<file path="src/design/rxmh_pkg.sv">
// Package for the rotate-XOR mixing hash: lane constants, rotation amounts,
// pipeline token types and the rotate helper. Depends on nothing.

package rxmh_pkg;

    localparam int unsigned NUM_LANES = 8;
    localparam int unsigned LANE_W    = 32;

    typedef logic [NUM_LANES-1:0][LANE_W-1:0] t_lanes;

    // Initial lane values, lane 0 in the lowest slot.
    localparam t_lanes INIT_LANE = {
        32'h5BE0CD19, 32'h1F83D9AB, 32'h9B05688C, 32'h510E527F,
        32'hA54FF53A, 32'h3C6EF372, 32'hBB67AE85, 32'h6A09E667
    };

    // Left rotation per lane, lane 0 in the lowest slot.
    localparam logic [NUM_LANES-1:0][4:0] ROT_AMT = {
        5'd29, 5'd23, 5'd19, 5'd17, 5'd13, 5'd11, 5'd7, 5'd5
    };

    // Per-byte index weights for lanes 0 and 1.
    localparam logic [LANE_W-1:0] MUL_LANE0 = 32'h01000193;
    localparam logic [LANE_W-1:0] MUL_LANE1 = 32'h1000061A;

    // Registered input word.
    typedef struct packed {
        logic       valid;
        logic [7:0] data;
        logic       present;
        logic       eom;
    } t_in;

    // Token passed between lane stages. a and b are the two most recently
    // updated lanes of this byte; dig collects the final lanes on an end word.
    typedef struct packed {
        logic              valid;
        logic              present;
        logic              eom;
        logic [LANE_W-1:0] a;
        logic [LANE_W-1:0] b;
        t_lanes            dig;
    } t_tok;

    // Rotate left by a nonzero amount.
    function automatic logic [LANE_W-1:0] f_rotl(input logic [LANE_W-1:0] v,
                                                 input logic [4:0] r);
        return (v << r) | (v >> (6'd32 - {1'b0, r}));
    endfunction

endpackage

</file>
<file path="src/design/rxmh_out_buf.sv">
// Digest serializer: holds one finished 256-bit digest and hands it out as
// eight 32-bit words, lane 0 first. Depends on rxmh_pkg.

module rxmh_out_buf import rxmh_pkg::*; (
    input  logic        i_clk,
    input  logic        i_rst_n,
    input  logic        i_load,
    input  t_lanes      i_digest,
    output logic        o_free,
    output logic        o_valid,
    input  logic        i_stall,
    output logic [31:0] o_digest_word,
    output logic [2:0]  o_word_index,
    output logic        o_last_word
);

    t_lanes     r_words;
    logic [2:0] r_cnt;
    logic       r_valid;
    logic       s_take;
    logic       s_last;

    assign s_last = (r_cnt == 3'd7);
    assign s_take = r_valid & ~i_stall;
    // A new digest may enter when empty or when the final word leaves now.
    assign o_free = ~r_valid | (s_take & s_last);

    assign o_valid       = r_valid;
    assign o_digest_word = r_words[0];
    assign o_word_index  = r_cnt;
    assign o_last_word   = s_last;

    always_ff @(posedge i_clk) begin
        if (!i_rst_n) begin
            r_valid <= 1'b0;
            r_cnt   <= 3'd0;
        end else if (i_load) begin
            r_valid <= 1'b1;
            r_cnt   <= 3'd0;
            r_words <= i_digest;
        end else if (s_take) begin
            r_words <= t_lanes'(r_words >> LANE_W);
            r_cnt   <= r_cnt + 3'd1;
            if (s_last) begin
                r_valid <= 1'b0;
            end
        end
    end

endmodule

</file>
<file path="src/design/rotate_xor_mix_hash256.sv">
// Byte-serial 256-bit rotate-XOR mixing hash, top level.
// A word that ends a message passes the input register and the token registers;
// its digest is then loaded into the output buffer, which hands it out by word.
// Throughput: one input word per cycle unless the pipeline stalls; a message end
// holds the output port for eight words. Reset (synchronous, active low) loads the
// initial lanes, clears the byte weights and empties the pipeline and output buffer.

module rotate_xor_mix_hash256 import rxmh_pkg::*; (
    input  logic        i_clk,
    input  logic        i_rst_n,
    input  logic        i_valid,
    output logic        o_stall,
    input  logic [7:0]  i_data_byte,
    input  logic        i_byte_present,
    input  logic        i_end_of_message,
    output logic        o_valid,
    input  logic        i_stall,
    output logic [31:0] o_digest_word,
    output logic [2:0]  o_word_index,
    output logic        o_last_word
);

    // The lane update is a chain: lane k of a byte needs the new lanes k-1
    // and k-2 of the same byte. The chain is skewed over a pipeline so that
    // each stage holds one 32-bit add. Lanes 0 and 1 are updated from the
    // input register; lane k (k >= 2) is updated one stage later than lane
    // k-1. A token travels with each word and carries the two newest lane
    // values of its byte, plus the finished lanes of an ending message.
    // Since every lane sees the words in the same order, the result matches
    // the fully serial update.

    t_in                     r_in;
    t_tok                    r_tok [1:6];
    t_tok                    n_tok [1:7];
    t_lanes                  r_lane;
    t_lanes                  n_new;
    logic [LANE_W-1:0]       r_acc0;
    logic [LANE_W-1:0]       r_acc1;
    logic [NUM_LANES-1:0]    s_val;
    logic [NUM_LANES-1:0]    s_pres;
    logic [NUM_LANES-1:0]    s_eom;
    logic                    s_adv;
    logic                    s_load;
    logic                    s_free;

    // The whole pipeline moves together. It holds only when the last stage
    // has a finished digest and the output buffer cannot take it.
    assign s_load  = r_tok[6].valid & r_tok[6].eom & s_free;
    assign s_adv   = ~(r_tok[6].valid & r_tok[6].eom) | s_free;
    assign o_stall = ~s_adv;

    always_comb begin
        // Lanes 0 and 1 take the byte and the index weight. The weights are
        // kept as running sums, so no multiplier is needed.
        n_new[0] = f_rotl(r_lane[0], ROT_AMT[0]) ^ {24'd0, r_in.data} ^ r_acc0;
        n_new[1] = f_rotl(r_lane[1], ROT_AMT[1]) ^ {24'd0, r_in.data} ^ r_acc1;

        n_tok[1].valid   = r_in.valid;
        n_tok[1].present = r_in.present;
        n_tok[1].eom     = r_in.eom;
        n_tok[1].a       = n_new[0];
        n_tok[1].b       = n_new[1];
        n_tok[1].dig     = '0;
        n_tok[1].dig[0]  = r_in.present ? n_new[0] : r_lane[0];
        n_tok[1].dig[1]  = r_in.present ? n_new[1] : r_lane[1];

        s_val[0]  = r_in.valid;
        s_pres[0] = r_in.present;
        s_eom[0]  = r_in.eom;
        s_val[1]  = r_in.valid;
        s_pres[1] = r_in.present;
        s_eom[1]  = r_in.eom;

        // Lanes 2 to 7 each add the two lanes updated just before them.
        for (int k = 2; k < NUM_LANES; k++) begin
            n_new[k] = f_rotl(r_lane[k], ROT_AMT[k]) ^ (r_tok[k-1].a + r_tok[k-1].b);

            n_tok[k]        = r_tok[k-1];
            n_tok[k].a      = r_tok[k-1].b;
            n_tok[k].b      = n_new[k];
            n_tok[k].dig[k] = r_tok[k-1].present ? n_new[k] : r_lane[k];

            s_val[k]  = r_tok[k-1].valid;
            s_pres[k] = r_tok[k-1].present;
            s_eom[k]  = r_tok[k-1].eom;
        end
    end

    always_ff @(posedge i_clk) begin
        if (!i_rst_n) begin
            r_in.valid <= 1'b0;
            for (int k = 1; k <= 6; k++) begin
                r_tok[k].valid <= 1'b0;
            end
            r_lane <= INIT_LANE;
            r_acc0 <= '0;
            r_acc1 <= '0;
        end else if (s_adv) begin
            r_in.valid   <= i_valid;
            r_in.data    <= i_data_byte;
            r_in.present <= i_byte_present;
            r_in.eom     <= i_end_of_message;

            for (int k = 1; k <= 6; k++) begin
                r_tok[k] <= n_tok[k];
            end

            // Each lane restarts on an ending word, takes its update on a present byte, else holds.
            for (int k = 0; k < NUM_LANES; k++) begin
                if (s_val[k] && s_eom[k]) begin
                    r_lane[k] <= INIT_LANE[k];
                end else if (s_val[k] && s_pres[k]) begin
                    r_lane[k] <= n_new[k];
                end
            end

            // Index weights: index times the lane constant, reset per message.
            if (r_in.valid) begin
                if (r_in.eom) begin
                    r_acc0 <= '0;
                    r_acc1 <= '0;
                end else if (r_in.present) begin
                    r_acc0 <= r_acc0 + MUL_LANE0;
                    r_acc1 <= r_acc1 + MUL_LANE1;
                end
            end
        end
    end

    // The last stage completes lane 7 and hands the full digest over.
    rxmh_out_buf u_out_buf (
        .i_clk         (i_clk),
        .i_rst_n       (i_rst_n),
        .i_load        (s_load),
        .i_digest      (n_tok[7].dig),
        .o_free        (s_free),
        .o_valid       (o_valid),
        .i_stall       (i_stall),
        .o_digest_word (o_digest_word),
        .o_word_index  (o_word_index),
        .o_last_word   (o_last_word)
    );

endmodule

</file>
<file path="config.mk">
export PLATFORM = sky130hd
export DESIGN_NAME = rotate_xor_mix_hash256
export DESIGN_NICKNAME = d
export VERILOG_FILES = /design/src/design/rxmh_pkg.sv /design/src/design/rxmh_out_buf.sv /design/src/design/rotate_xor_mix_hash256.sv
export SDC_FILE = /design/constraint.sdc
export NUM_CORES = 2
export LEC_CHECK = 0
export ABC_AREA = 1
export BUFFER_PORTS_ARGS = -buffer_cell sky130_fd_sc_hd__buf_2
export CORE_MARGIN = 5
export CORE_UTILIZATION = 55
export DETAILED_ROUTE_END_ITERATION = 10
export PLACE_DENSITY_LB_ADDON = 0.1
export REMOVE_ABC_BUFFERS = 1
export SETUP_SLACK_MARGIN = 0.2
export SYNTH_ARGS = -nofsm -noshare
export SYNTH_HDL_FRONTEND = slang
export SYNTH_HIERARCHICAL = 1
export SYNTH_SLANG_ARGS = --single-unit
</file>
<file path="constraint.sdc">
create_clock -name i_clk -period 118.2 [get_ports i_clk]
set_clock_uncertainty 0.15 [all_clocks]
set_input_delay 11.82 -clock i_clk [delete_from_list [all_inputs] [get_ports i_clk]]
set_output_delay 11.82 -clock i_clk [all_outputs]
set_load 0.005 [all_outputs]
</file>
# ---- Word level (Yosys, flattened, before mapping)
# Memory sizes are Yosys's and may differ from the RTL's.
# Index checks and enable logic that the tools add are counted.
dict set report word_totals {
  register_bits 591
  latchBits 0
  mem_bits_rw 1938
  rom_bits 0
  in_bits 14
  out_inout_bits 38
  mem_count 1
}
dict set report classes {
  add_sub_neg 9
  mul 0
  n_div 0
  order_cmp 0
  eq_ne 1
  shifts 0
  mux 43
  bitwise 35
  reduce_logical 36
}
# memory words width read_ports rd_ports_with_merged_regs wr line
set mem_list {}
lappend mem_list {r_tok 6 323 6 0 6 rotate_xor_mix_hash256.sv:33} ;# t_tok r_tok [1:6];
# op n
set ops {}
lappend ops {{$mux W32} 28}
lappend ops {{$mux W256} 2}
lappend ops {{$xor A32 B32 Y32} 8}
lappend ops {{$add A32 B32 Y32} 6}
lappend ops {{$xor A32 B8 Y32} 2}
lappend ops {{$add A32 B25 Y32 const B} 1}
lappend ops {{$add A32 B29 Y32 const B} 1}
lappend ops {{$or A32 B11 Y32} 1}
lappend ops {{$or A32 B13 Y32} 1}
lappend ops {{$or A32 B17 Y32} 1}
lappend ops {{$or A32 B19 Y32} 1}
lappend ops {{$or A32 B23 Y32} 1}
lappend ops {{$or A32 B29 Y32} 1}
lappend ops {{$or A32 B5 Y32} 1}
lappend ops {{$or A32 B7 Y32} 1}
lappend ops {{$reduce_and A2 Y1} 10}
lappend ops {{$reduce_bool A2 Y1} 10}
lappend ops {{$logic_and A1 B1 Y1} 14}
lappend ops {{$mux W1} 13}
lappend ops {{$or A1 B1 Y1} 8}
lappend ops {{$not A1 Y1} 5}
lappend ops {{$and A1 B1 Y1} 4}
lappend ops {{$add A3 B1 Y3 const B} 1}
lappend ops {{$eq A3 B3 Y1 const B} 1}
lappend ops {{other kinds (2)} 2}

# ---- Longest topological paths before layout
dict set report depth {
  ltp_word 9
  ltp_mapped 15
  mapped_depth_nobuf 15
}

# ---- Modules after synthesis
# Netlist, hierarchy kept.
# mod n_inst cells_each area_each_um2 seq_area_each_um2
set by_module_without_submodules {}
lappend by_module_without_submodules {rotate_xor_mix_hash256 1 6867 70139.8 44722.9}
lappend by_module_without_submodules {rxmh_out_buf 1 1106 11260.8 7767.4}

# ---- Worst setup path before layout
# OpenSTA, ideal clock, no wires.
dict set report synth_path {
  path_kind {input port to flip-flop}
  startpoint {input i_rst_n}
  endpoint {register, netlist name r_tok[0][1099]}
  setup_ps 350
  arrival_time_ps 72509
  required_time_ps 117700
  path_slack_ps 45191
  path_stages 6
  path_buffers 2
  path_cell_list {clkbuf_1 > inv_1 > clkbuf_1 > nor2_1 > inv_1 > nor2_1}
}
# element line
set synth_lines {}
lappend synth_lines {{start: declaration} rotate_xor_mix_hash256.sv:10} ;# input logic i_rst_n,

# ---- Worst setup path after layout
dict set report layout_path {
  startpoint {input i_stall}
  endpoint {output o_stall}
}
dict set report layout_via {
  elab_chain_len 6
}
# element line
set layout_rtl {}
lappend layout_rtl {{start: declaration} rotate_xor_mix_hash256.sv:17} ;# input logic i_stall,
lappend layout_rtl {{$not A1 Y1} rxmh_out_buf.sv:24} ;# assign s_take = r_valid & ~i_stall;
lappend layout_rtl {{$and A1 B1 Y1} rxmh_out_buf.sv:24}
lappend layout_rtl {{$and A1 B1 Y1} rxmh_out_buf.sv:26} ;# assign o_free = ~r_valid | (s_take & s_last);
lappend layout_rtl {{$or A1 B1 Y1} rxmh_out_buf.sv:26}
lappend layout_rtl {{net s_free} rotate_xor_mix_hash256.sv:44} ;# logic s_free;
lappend layout_rtl {{$or A1 B1 Y1} rotate_xor_mix_hash256.sv:49} ;# assign s_adv = ~(r_tok[6].valid & r_tok[6].eom) | s_free;
lappend layout_rtl {{$not A1 Y1} rotate_xor_mix_hash256.sv:50} ;# assign o_stall = ~s_adv;
lappend layout_rtl {{end: declaration} rotate_xor_mix_hash256.sv:12} ;# output logic o_stall,
# The timed path passes the listed nets, and every way through them passes these cells.

==> impl_metrics.json <==
{
  "io_pins": 52,
  "post_cts.repair.setup_buffers": 0,
  "max-slew-margin-rel_pct": 7.76,
  "power.clock.fraction_pct": 30.3,
  "cts-resized-gates": 0,
  "die_w_um": 395,
  "detail_route.wirelength_um": 231000,
  "criticalPathCategory": "input pin to output port",
  "cts_hold_buf": 0,
  "cpMaxStageDelayCell": "nand2_4",
  "timing.final.crit_period_ns": 25.09,
  "clkTransAtPathRegs_ns": 0.06,
  "p_int_mw": 1.27,
  "drt-initial-drc-count": 6268,
  "endpoint_kind": "output port",
  "buffer_ports.inserted": 51,
  "hold_class": "register to register",
  "grt_antenna_before_repair": 33,
  "drt.antenna.violating_nets": 0,
  "synth-edff-count": 1532,
  "wl_per_cell_um": 22.8,
  "dr_total_vias": 54900,
  "remaining_drc_errors": 0,
  "p_switching_mw": 0.653,
  "floorplan.initialDensity_pct": 55.2,
  "cp_data_arrival_time_ns": 13.12,
  "post_synth_inst_count": 7973,
  "max_cap_viol_count": 0,
  "dp_hpwl_um": 174000,
  "netlist.area_leader.share_pct": 56.5,
  "status": "complete, no violations",
  "tritoncts_num_sinks": 1856,
  "worst_slew_pin_slew_ns": 1.37,
  "path_cells": "buf_2, inv_1, nand2_1, nand2_1, inv_1, nand2_4, inv_1, buf_2",
  "grt_pass1_vias": 49700,
  "power.share.switching_pct": 34.0,
  "totalNegativeSetupSlack_ns": 0,
  "worst_path_largest_cell_delay_ns": 0.27,
  "drt-vias-per-instance": 5.41,
  "async_flop_share_pct": 0,
  "hold-path-cell-count": 0,
  "post_synthesis_sequential_area_ratio_pct": 64.5,
  "place_inst": 9777,
  "ys_dominant_reg_cell": "edfxtp_1",
  "worst_setup_path_start_kind": "input pin",
  "setup.reg_to_reg.worst_slack_ns": 112.37,
  "place_congestion": 0.964,
  "syn-cell-area_mm2": 0.0814,
  "power.static_leakage_nw": 37.7,
  "combinational_share_of_power_pct": 25.5,
  "numCtsBuffers": 185,
  "chipHeight_um": 395,
  "finalSetupViolCount": 0,
  "post-synth-top-count-cell": "nand2_1",
  "rsz0062_at_grt": "no",
  "avgSynthCellArea_um2": 10.2,
  "relative_area_change_from_synthesis_to_final_layout_pct": 9.83,
  "postSynthRegisterBits": 1856,
  "final_net_count": 8244,
  "peakVddDrop_uv": 14.7,
  "power.share.sequential_pct": 44.2,
  "overall_global_routing_resource_usage_pct": 29.3,
  "floorplan.core_area_mm2": 0.147,
  "clock_tree.buffer_depth": 3,
  "yosys_warnings": 6,
  "grt_overflow_total": 0,
  "worst_path_most_repeated_cell": "inv_1",
  "drive_gt1_share_pct": 5.09,
  "worstPathMaxFanout": 8,
  "die_area_mm2": 0.156,
  "ff2ff_path_depth": 11,
  "firstDrtPassIters": 9,
  "drv_slew": 0,
  "clk_root_buffer_cell": "clkbuf_16",
  "worst_skew_pair.late_latency_ns": 0.83,
  "final-hold-violation-count": 0,
  "rows": 141,
  "max_clock_freq_mhz": 39.9,
  "htree_levels": 4,
  "most_numerous_cell_types_in_the_synthesized_netlist": "nand2_1 (2958), edfxtp_1 (1532), inv_1 (880)",
  "synth.distinct_cells": 51,
  "synth_area_leaders": "edfxtp_1 (57%), nand2_1 (14%), dfxtp_1 (8.0%)",
  "fin_cells": 10100,
  "power-per-cell-area_mw_per_mm2": 21.5,
  "grt_max_degree": 156,
  "synth_top_cell_by_area": "edfxtp_1",
  "first_pass_grt_wire_length_um": 334000,
  "worstPathRequired_ns": 106.23,
  "min_period_over_period_pct": 21.2,
  "tritoncts_clock_tree": "built"
}
[per-stage QoR]
stage          hold slack, ns  power [mW]  utilization [%]  cell area, um^2  setup WS [ns]
2_1_floorplan           0.250        1.19                -            80200          42.75
3_3_place_gp            0.250        1.34             56.5            83300          93.06
3_5_place_dp            0.255        1.34             56.5            83300          93.09
4_1_cts                 0.210        1.93             60.6            89400          93.08
5_1_grt                 0.217        2.02             60.6            89400          93.04
6_report                0.208        1.92             60.6            89400          93.11
[flip-flops by register name, summed over array words and instances (netlist names)]
name / count
n_tok: 3
r_acc0: 32
r_acc1: 31
r_in: 8
r_lane: 256
r_tok: 1266
u_out_buf/o_digest_word: 32
u_out_buf/o_valid: 1
u_out_buf/o_word_index: 3
u_out_buf/r_words: 224
[critical path: cells and delay by family]
family,cells,cell delay [ns]
buffers and inverters,5,0.72
and+or+nand+nor,3,0.55
[worst paths after layout]
path | to | startpoint
worst min-delay path | r_tok[0][138] | r_tok[0][7]
worst min register to register | r_tok[0][138] | r_tok[0][7]
worst max-delay path | o_stall | i_stall
worst max register to register | r_tok[0][1417] | u_out_buf/o_word_index[0]
[power groups by stage]
stage          clock network (mW)  logic, mW  registers, mW
6_report                    0.582      0.491          0.849
4_1_cts                     0.593      0.485          0.847
5_1_grt                     0.623      0.542          0.852
3_3_place_gp                    0      0.479          0.860
2_1_floorplan                   0      0.321          0.870
3_5_place_dp                    0      0.483          0.861
[kinds of logic after synthesis]
group	Yosys count	share of synthesized area, %
AOI/OAI and AO/OA	665	4.45
xor gates and xnor gates	358	3.85
adders and majority gates	196	3.07
buffers and inverters	1125	5.64
DFF	1856	64.5
and+or+nand+nor	3773	18.5
[per-layer routing]
metal / global-route usage (%) / vias up / wire length [um]
met5: 0 / - / 0
met4: 7.51 / 0 / 5970
met3: 4.96 / 276 / 20900
met2: 42.1 / 2100 / 97800
met1: 46.4 / 26200 / 107000
li1: - / 26300 / -
[layout by cell type, fill, tap and decap left out, types with 7 or more instances in the layout]
cell and instances:
nand2_1 2958, clkbuf_16 185, and2_1 16, edfxtp_1 1532, a22oi_1 11, dfxtp_1 324
or2_2 12, nand3b_1 41, a31oi_1 26, nand4_1 39, buf_2 50, inv_1 879
clkinv_1 39, buf_4 45, inv_2 17, inv_6 7, clkinvlp_4 8, nor2_1 351
o21bai_1 13, a21oi_1 307, clkinv_16 13, o21ai_1 9, xor2_1 226, o22ai_1 68
clkbuf_1 59, a21o_1 17, nand2_2 10, xnor2_1 132, o21ai_0 197, bufinv_16 14
clkinv_2 21, ha_1 190, or2_1 9, nor3_1 44, nand3_1 260
[layout make-up]
cell class / instances / area, um^2
diodes: 5 / 12.5
well taps: 1930 / 2410
clock inverters: 102 / 1200
fillers: 12300 / 58100
inverters: 902 / 3400
repair buffers: 97 / 628
clock buffers: 248 / 4910
multi-input cells: 4992 / 24300
flip-flops and latches: 1856 / 52500
No activity file was read; power rests on OpenSTA's default activity.
